### src/hw/rtl/kmp_stream_matcher_unit_assert.svh
// Assertion macros shared by the stream matcher RTL.
`ifndef KMP_STREAM_MATCHER_UNIT_ASSERT_SVH
`define KMP_STREAM_MATCHER_UNIT_ASSERT_SVH

`ifndef SYNTH
// Checked property, disabled while reset is asserted.
`define KMPSM_ASSERT(lbl, clk, rstn, prop) \
  lbl: assert property (@(posedge clk) disable iff (!rstn) prop) \
    else $error("kmpsm: assertion failed");
// Checked property that also holds during reset.
`define KMPSM_ASSERT_ALWAYS(lbl, clk, prop) \
  lbl: assert property (@(posedge clk) prop) \
    else $error("kmpsm: assertion failed");
`else
`define KMPSM_ASSERT(lbl, clk, rstn, prop)
`define KMPSM_ASSERT_ALWAYS(lbl, clk, prop)
`endif

`endif

### src/hw/rtl/kmpsm_pkg.sv
// Types and constants of the KMP stream matcher.
package kmpsm_pkg;

  localparam int unsigned BYTE_W  = 8;
  localparam int unsigned PLEN_W  = 7;
  localparam int unsigned POS_W   = 16;
  localparam int unsigned COUNT_W = 16;

  // Longest text the position counter may track before it holds.
  localparam longint unsigned MAX_TEXT_LENGTH = 64'd65536;
  localparam longint unsigned POS_LIMIT =
    (MAX_TEXT_LENGTH > 64'd65536) ? 64'd65536 : MAX_TEXT_LENGTH;
  localparam logic [POS_W-1:0] POS_CAP = POS_W'(POS_LIMIT - 64'd1);

  // Request codes on the input channel.
  typedef enum logic [1:0] {
    MODE_LOAD    = 2'd0,
    MODE_TEXT    = 2'd1,
    MODE_RESTART = 2'd2,
    MODE_CLEAR   = 2'd3
  } mode_e;

  // One result as it waits in the output queue.
  typedef struct packed {
    logic               ready_res;
    logic               match;
    logic [POS_W-1:0]   start_position;
    logic [COUNT_W-1:0] match_count;
  } result_t;

endpackage

### src/hw/rtl/kmpsm_cell.sv
// One matcher cell: a pattern byte and its prefix-match flag.
module kmpsm_cell (
  input  logic                       clk_i,
  input  logic                       rst_ni,
  input  logic                       load_i,
  input  logic                       step_i,
  input  logic                       clr_i,
  input  logic [kmpsm_pkg::BYTE_W-1:0] byte_i,
  input  logic                       prev_hit_i,
  output logic                       hit_d_o,
  output logic                       hit_q_o
);
  import kmpsm_pkg::*;

  logic [BYTE_W-1:0] pat_q;
  logic              hit_q;

  // The pattern byte is captured when this cell is the next one to fill.
  always_ff @(posedge clk_i) begin
    if (load_i) begin
      pat_q <= byte_i;
    end
  end

  // The prefix ending here matches if the shorter one matched a byte earlier.
  assign hit_d_o = (pat_q == byte_i) && prev_hit_i;

  always_ff @(posedge clk_i or negedge rst_ni) begin
    if (!rst_ni) begin
      hit_q <= 1'b0;
    end else if (clr_i) begin
      hit_q <= 1'b0;
    end else if (step_i) begin
      hit_q <= hit_d_o;
    end
  end

  assign hit_q_o = hit_q;

endmodule

### src/hw/rtl/kmpsm_out_fifo.sv
// Two-entry result queue between the cell row and the output channel.
module kmpsm_out_fifo (
  input  logic                clk_i,
  input  logic                rst_ni,
  input  logic                push_i,
  input  kmpsm_pkg::result_t  data_i,
  input  logic                pop_i,
  output logic                full_o,
  output logic                valid_o,
  output kmpsm_pkg::result_t  data_o
);
  import kmpsm_pkg::*;

  result_t     head_q, tail_q;
  logic [1:0]  cnt_q, cnt_d;

  // Occupancy; the producer never pushes into a full queue.
  always_comb begin
    cnt_d = cnt_q;
    if (push_i && !pop_i) begin
      cnt_d = cnt_q + 2'd1;
    end else if (!push_i && pop_i) begin
      cnt_d = cnt_q - 2'd1;
    end
  end

  always_ff @(posedge clk_i or negedge rst_ni) begin
    if (!rst_ni) begin
      cnt_q <= 2'd0;
    end else begin
      cnt_q <= cnt_d;
    end
  end

  // Entry storage: the head moves up on a pop, new data lands behind.
  always_ff @(posedge clk_i) begin
    if (pop_i) begin
      if (push_i && cnt_q == 2'd1) begin
        head_q <= data_i;
      end else begin
        head_q <= tail_q;
      end
      if (push_i && cnt_q == 2'd2) begin
        tail_q <= data_i;
      end
    end else if (push_i) begin
      if (cnt_q == 2'd0) begin
        head_q <= data_i;
      end else begin
        tail_q <= data_i;
      end
    end
  end

  assign full_o  = (cnt_q == 2'd2);
  assign valid_o = (cnt_q != 2'd0);
  assign data_o  = head_q;

endmodule

### src/hw/rtl/kmp_stream_matcher_unit.sv
// Top level of the KMP stream matcher: cell row, control and result queue.
//
// Use: requests arrive on the input channel (in_valid_i / in_stall_o) with a
// mode and a byte. Load requests fill the pattern one byte at a time until
// pattern_length bytes are held; further loads are dropped. Each text request
// gives exactly one result on the output channel (out_valid_o / out_stall_i):
// ready flag, match flag, start position of the match and the running count.
// Restart and clear requests give no result. The pattern length is written
// on the configuration channel (cfg_valid_i / cfg_ready_o) while idle.
// Results are registered in the result queue before they reach the output channel.
// Throughput: one request per cycle while in_stall_o is low; every cell compares
// the text byte in the same cycle, and its registered prefix flag feeds the next cell.
// A two-entry result queue lets a request be taken while one result waits;
// whenever two results wait, in_stall_o is raised.
// Reset clears the pattern count, match flags, position and count and sets
// the pattern length to one; the queue empties at once.
`include "kmp_stream_matcher_unit_assert.svh"

module kmp_stream_matcher_unit #(
  parameter int unsigned MAX_PATTERN = 64
) (
  input  logic                          clk_i,
  input  logic                          rst_ni,
  input  logic                          cfg_valid_i,
  output logic                          cfg_ready_o,
  input  logic [kmpsm_pkg::PLEN_W-1:0]  cfg_pattern_length_i,
  input  logic                          in_valid_i,
  output logic                          in_stall_o,
  input  logic [1:0]                    in_mode_i,
  input  logic [kmpsm_pkg::BYTE_W-1:0]  in_byte_value_i,
  output logic                          out_valid_o,
  input  logic                          out_stall_i,
  output logic                          out_ready_res_o,
  output logic                          out_match_o,
  output logic [kmpsm_pkg::POS_W-1:0]   out_start_position_o,
  output logic [kmpsm_pkg::COUNT_W-1:0] out_match_count_o
);
  import kmpsm_pkg::*;

  // The length register cannot exceed 127, so no more cells are useful.
  localparam int unsigned PLEN_MAX = (1 << PLEN_W) - 1;
  localparam int unsigned NCELL = (MAX_PATTERN < PLEN_MAX) ? MAX_PATTERN : PLEN_MAX;
  localparam int unsigned CW    = $clog2(NCELL + 1);
  localparam int unsigned IW    = $clog2(NCELL);

  logic [PLEN_W-1:0]  plen_q;
  logic [CW-1:0]      loaded_q;
  logic [POS_W-1:0]   pos_q;
  logic [COUNT_W-1:0] cnt_q, cnt_inc;
  logic [PLEN_W-1:0]  len, len_m1;
  logic               pat_ready;
  logic               in_acc, cfg_we, fifo_full;
  logic               load_en, text_step, restart, clear_pat, push;
  logic [NCELL-1:0]   hit_d, hit_q, cell_load;
  logic               hit;
  logic [POS_W:0]     pos_p1;
  logic [POS_W-1:0]   start;
  mode_e              mode;
  result_t            res, head;

  assign cfg_ready_o = 1'b1;
  assign cfg_we      = cfg_valid_i && cfg_ready_o;
  assign in_stall_o  = fifo_full;
  assign in_acc      = in_valid_i && !in_stall_o;
  assign mode        = mode_e'(in_mode_i);

  // Effective pattern length: zero acts as one, clamp to the cell count.
  always_comb begin
    if (plen_q == '0) begin
      len = PLEN_W'(1);
    end else if (plen_q > PLEN_W'(NCELL)) begin
      len = PLEN_W'(NCELL);
    end else begin
      len = plen_q;
    end
  end

  assign len_m1    = len - PLEN_W'(1);
  assign pat_ready = (PLEN_W'(loaded_q) >= len);

  // Request decode.
  always_comb begin
    load_en   = 1'b0;
    text_step = 1'b0;
    restart   = 1'b0;
    clear_pat = 1'b0;
    push      = 1'b0;
    if (in_acc) begin
      unique case (mode)
        MODE_LOAD: begin
          load_en = !pat_ready;
        end
        MODE_TEXT: begin
          text_step = pat_ready;
          push      = 1'b1;
        end
        MODE_RESTART: begin
          restart = 1'b1;
        end
        MODE_CLEAR: begin
          restart   = 1'b1;
          clear_pat = 1'b1;
        end
        default: begin
          load_en = 1'b0;
        end
      endcase
    end
  end

  // Row of cells; the first one always has the empty prefix behind it.
  for (genvar j = 0; j < NCELL; j++) begin : g_cell
    assign cell_load[j] = load_en && (loaded_q == CW'(j));
    kmpsm_cell u_cell (
      .clk_i      (clk_i),
      .rst_ni     (rst_ni),
      .load_i     (cell_load[j]),
      .step_i     (text_step),
      .clr_i      (restart || cfg_we),
      .byte_i     (in_byte_value_i),
      .prev_hit_i ((j == 0) ? 1'b1 : hit_q[(j == 0) ? 0 : j - 1]),
      .hit_d_o    (hit_d[j]),
      .hit_q_o    (hit_q[j])
    );
  end

  // A full match ends here when the cell at the last pattern byte hits.
  assign hit     = pat_ready && hit_d[IW'(len_m1)];
  assign cnt_inc = (hit && cnt_q != '1) ? cnt_q + COUNT_W'(1) : cnt_q;
  assign pos_p1  = {1'b0, pos_q} + (POS_W + 1)'(1);
  assign start   = (pos_p1 >= (POS_W + 1)'(len)) ?
                   POS_W'(pos_p1 - (POS_W + 1)'(len)) : '0;

  // Result as it enters the queue.
  always_comb begin
    res.ready_res      = pat_ready;
    res.match          = hit;
    res.start_position = hit ? start : '0;
    res.match_count    = cnt_inc;
  end

  // Pattern length register.
  always_ff @(posedge clk_i or negedge rst_ni) begin
    if (!rst_ni) begin
      plen_q <= PLEN_W'(1);
    end else if (cfg_we) begin
      plen_q <= cfg_pattern_length_i;
    end
  end

  // Loaded byte count, text position and match count.
  always_ff @(posedge clk_i or negedge rst_ni) begin
    if (!rst_ni) begin
      loaded_q <= '0;
      pos_q    <= '0;
      cnt_q    <= '0;
    end else begin
      if (clear_pat) begin
        loaded_q <= '0;
      end else if (load_en) begin
        loaded_q <= loaded_q + CW'(1);
      end
      if (restart) begin
        pos_q <= '0;
        cnt_q <= '0;
      end else if (text_step) begin
        cnt_q <= cnt_inc;
        if (pos_q < POS_CAP) begin
          pos_q <= pos_q + POS_W'(1);
        end
      end
    end
  end

  kmpsm_out_fifo u_out_fifo (
    .clk_i   (clk_i),
    .rst_ni  (rst_ni),
    .push_i  (push),
    .data_i  (res),
    .pop_i   (out_valid_o && !out_stall_i),
    .full_o  (fifo_full),
    .valid_o (out_valid_o),
    .data_o  (head)
  );

  assign out_ready_res_o      = head.ready_res;
  assign out_match_o          = head.match;
  assign out_start_position_o = head.start_position;
  assign out_match_count_o    = head.match_count;

  // After a restart or a length write no prefix may still be marked.
  `KMPSM_ASSERT(a_clr_flags, clk_i, rst_ni, (restart || cfg_we) |=> (hit_q == '0))
  // A result given before the pattern is complete never reports a match.
  `KMPSM_ASSERT(a_unready_nomatch, clk_i, rst_ni,
                (out_valid_o && !out_ready_res_o) |-> !out_match_o)
  // A reported match is always counted.
  `KMPSM_ASSERT(a_match_counted, clk_i, rst_ni,
                (out_valid_o && out_match_o) |-> (out_match_count_o != '0))
  // The pattern never holds more bytes than there are cells.
  `KMPSM_ASSERT_ALWAYS(a_loaded_bound, clk_i, (loaded_q <= CW'(NCELL)))

endmodule

### config.mk
export PLATFORM = sky130hd
export DESIGN_NAME = kmp_stream_matcher_unit
export DESIGN_NICKNAME = d
export VERILOG_FILES = /design/src/hw/rtl/kmpsm_pkg.sv /design/src/hw/rtl/kmpsm_cell.sv /design/src/hw/rtl/kmpsm_out_fifo.sv /design/src/hw/rtl/kmp_stream_matcher_unit.sv
export VERILOG_INCLUDE_DIRS = /design/src /design/src/hw/rtl
export SDC_FILE = /design/constraint.sdc
export NUM_CORES = 1
export LEC_CHECK = 0
export ABC_AREA = 1
export BUFFER_PORTS_ARGS = -buffer_cell sky130_fd_sc_hd__buf_2
export CORE_UTILIZATION = 32
export CTS_CLUSTER_SIZE = 10
export DETAILED_ROUTE_END_ITERATION = 8
export PLACE_DENSITY = 0.55
export SYNTH_ARGS = -nofsm -noshare
export SYNTH_HDL_FRONTEND = slang
export SYNTH_SLANG_ARGS = --single-unit
### constraint.sdc
create_clock -name clk_i -period 6 [get_ports clk_i]
set_clock_uncertainty 0.15 [all_clocks]
set_input_delay 0.6 -clock clk_i [delete_from_list [all_inputs] [get_ports clk_i]]
set_output_delay 0.6 -clock clk_i [all_outputs]
set_load 0.02 [all_outputs]
* Yosys cells after proc, flatten, opt, wreduce, memory -nomap -nowiden
Cells that the tools add are included.
Widths: inputs -> output; s select.
** Word-level totals
- Bits in registers :: 691
- Output and inout port bits :: 37
- Logic and storage cells :: 605
** Cells by class
- Add/sub/neg operators :: 8
- Order comparisons :: 5
- Equality and inequality tests :: 135
- Muxes and demuxes :: 160
- Reduce and logical (&&, ||, !) cells :: 157
** Operators by type and width (count)
- $eq 8x8->1 :: 64
- $mux 34 :: 8
- $eq 7x6->1 const B :: 32
- $mux 1 :: 137
- $logic_and 1x1->1 :: 135
- $mux 16 :: 8
- $eq 7x5->1 const B :: 16
- $eq 7x4->1 const B :: 8
- $add 16x1->16 const B :: 2
- $eq 7x3->1 const B :: 4
- $mux 7 :: 4
- $add 16x1->17 const B :: 1
- $ge 17x7->1 :: 1
- $lt 16x16->1 const B :: 1
- $ne 16x16->1 const B :: 1
- $reduce_bool 2->1 :: 8
- $sub 16x7->16 :: 1
- $eq 7x2->1 const B :: 2
- $logic_not 7->1 :: 2
- $add 7x1->7 const B :: 1
- $eq 7x1->1 const B :: 1
- $ge 7x7->1 :: 1
- $gt 7x7->1 const B :: 1
- $lt 6x7->1 const B :: 1
- other kinds (15) :: 25

* Depth between registers and ports, before layout
- Depth in word-level cells :: 12
- Gate-level depth with buffers :: 22
- Mapped depth without buffers :: 21

* By module
Synthesis repeated with hierarchy kept, for this count alone.
** Unflattened totals
- Cells, all modules :: 4486
- Area, all modules :: 38323.0 µm²
** Modules (own cells, without submodules)
- kmpsm_cell :: times used 64, cells each 55, area each 480.5 µm²
- kmp_stream_matcher_unit :: times used 1, cells each 760, area each 4828.4 µm²
- kmpsm_out_fifo :: times used 1, cells each 206, area each 2745.1 µm²

* Least setup slack after synthesis
Ideal clock, no wire load.
- Path kind :: flip-flop to flip-flop
- From :: register u_out_fifo.cnt_q[0]
- To :: register u_out_fifo.tail_q[0] (netlist bit), enable pin
- Library setup time :: 0.468 ns
- Arrival time :: 3.865 ns
- Required time :: 5.382 ns
- Slack :: 1.517 ns
- Cell stages (with the launch flop) :: 9
- Cells stage by stage :: dfrtp_1 inv_1 ha_1 nor2_1 inv_1 nor3_1 inv_1 ha_1 nor3_1
** On the way
- Word-level cells in the longest chain between the ends :: 7
** RTL lines
- from (decl) :: RTL line kmpsm_out_fifo.sv:15 : logic [1:0] cnt_q, cnt_d;
- from (signal assigned) :: RTL line kmpsm_out_fifo.sv:31 : cnt_q <= cnt_d;
- $eq 2x2->1 * :: RTL line kmpsm_out_fifo.sv:55 : assign full_o = (cnt_q == 2'd2);
- net in_stall_o :: RTL line kmp_stream_matcher_unit.sv:28 : output logic in_stall_o,
- $logic_not 1->1 :: RTL line kmp_stream_matcher_unit.sv:64 : assign in_acc = in_valid_i && !in_stall_o;
- $logic_and 1x1->1 :: RTL line kmp_stream_matcher_unit.sv:64
- $mux 1 :: RTL line kmp_stream_matcher_unit.sv:88 : if (in_acc) begin
- $logic_and 1x1->1 :: RTL line kmpsm_out_fifo.sv:43 : if (push_i && cnt_q == 2'd2) begin
- $ne 2x2->1 (no source line)
- $reduce_and 3->1 (no source line) *
- to (signal assigned) :: RTL line kmpsm_out_fifo.sv:44 : tail_q <= data_i;
- to (signal assigned) :: RTL line kmpsm_out_fifo.sv:50 : tail_q <= data_i;
- to (decl) :: RTL line kmpsm_out_fifo.sv:14 : result_t head_q, tail_q;
The timed path passes the listed nets; every way through them passes the cells marked *.
A chain may end at the register's enable or synchronous reset.

* Final worst setup path
- From :: register plen_q[3]
- To :: register g_cell[50].u_cell.pat_q[5], enable pin
** On the way
- Word-level cells in the longest chain between the ends :: 8
** RTL lines
- from (decl) :: RTL line kmp_stream_matcher_unit.sv:46 : logic [PLEN_W-1:0] plen_q;
- from (signal assigned) :: RTL line kmp_stream_matcher_unit.sv:147 : plen_q <= cfg_pattern_length_i;
- $gt 7x7->1 :: RTL line kmp_stream_matcher_unit.sv:71 : end else if (plen_q > PLEN_W'(NCELL)) begin
- $mux 7 :: RTL line kmp_stream_matcher_unit.sv:71
- $mux 7 * :: RTL line kmp_stream_matcher_unit.sv:69 : if (plen_q == '0) begin
- $ge 7x7->1 * :: RTL line kmp_stream_matcher_unit.sv:79 : assign pat_ready = (PLEN_W'(loaded_q) >= len);
- $logic_not 1->1 * :: RTL line kmp_stream_matcher_unit.sv:91 : load_en = !pat_ready;
- $mux 1 * :: RTL line kmp_stream_matcher_unit.sv:89 : unique case (mode)
- $mux 1 * :: RTL line kmp_stream_matcher_unit.sv:88
- $logic_and 1x1->1 * :: RTL line kmp_stream_matcher_unit.sv:113 : assign cell_load[j] = load_en && (loaded_q == CW'(j));
- net g_cell[50].u_cell.load_i :: RTL line kmpsm_cell.sv:5 : input logic load_i,
- to (signal assigned) :: RTL line kmpsm_cell.sv:21 : pat_q <= byte_i;
- to (decl) :: RTL line kmpsm_cell.sv:15 : logic [BYTE_W-1:0] pat_q;
Marks and branches as above.

==> run metrics <==
status finished, final reports clean; top_reg_cell synth edfxtp_1; io pins 59; vias per cell 4.691; synthesized area per cell 9.609 um2; htree depth 3; worst path arrival time 4.87 ns; row count 117; Mapped Nets 3511; die height 324.4 um; Setup CP Type flop to flop; Die W 324.4 um; #FFs+latches synth 691; DRC Markers 0; Skew-Pair Late Insertion Delay 0.64 ns; Final Util 36.81%; top cells by area, synth edfxtp_1 (52%), nand2_1 (10%), dfrtp_1 (8.3%), inv_1 (4.8%), nor2_1 (4.2%); Detail Route Antenna Nets 0; post-route cell area 0.03772 mm2; Final setup viols 0; crit path max-delay cell type nor2_1; dominant cell by count in the synthesized netlist nand2_1; Worst Hold Class input pin to flop; startpoint class of the critical path flop; Final Max Tran Viols 0; ANT cells 0; Static Leak 0.01510 uW; Tcrit/Tclk final 79.66%; CP max FO 20; Fmax 209.2 MHz; Clock Path Buffers 3; clock-pin transition on the worst setup and hold timing paths 0.06 ns; post_cts resized 0; dpl cells 4811; 1st-iter DRT viols 1893; port bufs 57; post-synth top area share 52.36%; Worst VDD drop 0.0002519 V; clock sink total 691; fillers 10240; Crit. End Element flop; Post-synth EDFFs 580; Required @ worst endpoint 6.09 ns; Post-DP HPWL 54390 um; sequential share of the synthesized area 60.71%; DP Area 0.03523 mm2; antenna violations before repair 1; gpl congestion 0.8066; HP Start cfg_pattern_length_i[1]; WP buf/inv 4; vias in the first global route 22380; Max-Cap Viols 0; Initial Utilization 32.46%; Most Frequent Cell on Critical Path nor2_1; Setup Buffers After CTS 0; core area 0.1025 mm2; asr flop ratio synth 16.06%; top post-synthesis cells by count nand2_1 (911), edfxtp_1 (580), inv_1 (423); Final Hold Vio Count 0; synthesized area 0.03327 mm2; Final TNS setup 0 ns; layout cell share with drive strength beyond 1 8.097%; Critical path origin plen_q[3]; Finished Layout Cells 4962; Layout Area Growth over Synthesis 13.38%; first-pass GRT wire length 137500 um; pwr dens 312.9 mW/mm2; FF-to-FF Start plen_q[3]; total power 11800 uW; CTS buffer count 82; layout net count 3577; Detailed Route WL 89480 um; Tmin final 4.779 ns; Total GRT Usage 16.99%; Gate Count Post-Synth 3462; TritonCTS clock tree built; routed length per placed instance 18.03 um; Synth cell types 40; most area-hungry cell type in the Yosys netlist edfxtp_1; critical path's top delay family simple AND/OR/NAND/NOR gates; worst path cell trace nor2_1, nand3_1, nand2_2, inv_1, nor2_1, inv_1, ha_1, nand2_1, o21ai_0, nand4_1, o211ai_1, buf_4, nor4_1, inv_1, nor2_1, nand2_1, nor2_1; slowest stage delay, CP 0.69 ns; Synth Warn # 0; DRT Pass-1 Iters 5; hold_buf cts 1; RSZ-0062 raised after global routing false; CTS root buf clkbuf_16; DIE AREA 0.1052 mm2; total vias in the final route 23280; pin count of the biggest net entering global routing 92; slew margin rel. 41.19%; Slew @ Worst Pin 0.8812 ns; total grt overflow 0
[cell usage in the layout (no fill, tap or decap), drive strengths merged, types with 13 or more instances in the layout]
master	n
or2	25
buf	118
edfxtp	580
clkbuf	139
ha	26
a21oi	93
xor2	119
nand3b	29
nand2	926
o21ai	129
nor3	48
xnor2	73
dfrtp	110
nand4	40
o22ai	63
nand3	224
inv	431
nor2	379
clkinv	13
[state kept, by name (all words and copies together), names as in the netlist]
name / flops
cnt_q: 16
plen_q: 7
loaded_q: 7
pos_q: 16
u_out_fifo.tail_q: 34
u_out_fifo.cnt_q: 2
u_out_fifo.data_o: 34
g_cell.u_cell.pat_q: 512
g_cell.u_cell.hit_q_o: 63
[report_power, final]
group / switching (uW) / total [uW] / internal, uW
Sequential: 73.0 / 5520 / 5450
Combinational: 1190 / 1630 / 438
Clock: 1950 / 4650 / 2700
[logic make-up after synthesis]
group	count (synthesis)	share of synthesized area (%)
AND/OR/NAND/NOR	1680	21.10
flip-flops	691	60.71
buffers and inverters	573	7.071
AO/OA/AOI/OAI	298	4.942
XOR/XNOR	192	5.123
adder cells (fa/ha/maj)	27	1.038
other	1	0.01127
[through the flow]
step / hold slack, ns / worst slack [ns]
after floorplan: 0.1544 / 1.517
after global placement: 0.3387 / 1.395
after detailed placement: 0.3425 / 1.323
after CTS: 0.04060 / 1.227
after global routing: 0.05263 / 0.7212
final: 0.08337 / 1.221
[metal layers]
| layer | part of all wire (%) | vias to the layer above | GRT usage (%) |
|---|---|---|---|
| li1 | - | 11450 | - |
| met1 | 48 | 11120 | 24.09 |
| met2 | 45 | 566 | 26.78 |
| met3 | 5.5 | 134 | 3.078 |
| met4 | 2.1 | 2 | 4.090 |
| met5 | 0.019 | - | 0 |
[tightest hold or removal path: stages]
cell,delay [ns]
buf_2,0.11
nand2_1,0.05
o21ai_0,0.06
[area by class of cell]
class,instances,area (um2),share of cell area [%]
Sequential cell,691,20200,53.54
Multi-Input combinational cell,2198,10750,28.50
Clock buffer,139,2350,6.230
Tap cell,1368,1712,4.538
Inverter,436,1643,4.356
Timing Repair Buffer,119,944.7,2.505
Clock inverter,11,125.1,0.3317
[final timing paths]
check	to	slack, ns	cells after the start
max	g_cell[50].u_cell.pat_q[5]	1.22	17
min	plen_q[1]	0.08	3
max reg2reg	g_cell[50].u_cell.pat_q[5]	1.22	17
min reg2reg	plen_q[0]	0.35	2
max in group asynchronous	cnt_q[15]	3.89	3
min in group asynchronous	g_cell[54].u_cell.hit_q_o	0.45	2
Power figures use the tool's default switching activity.
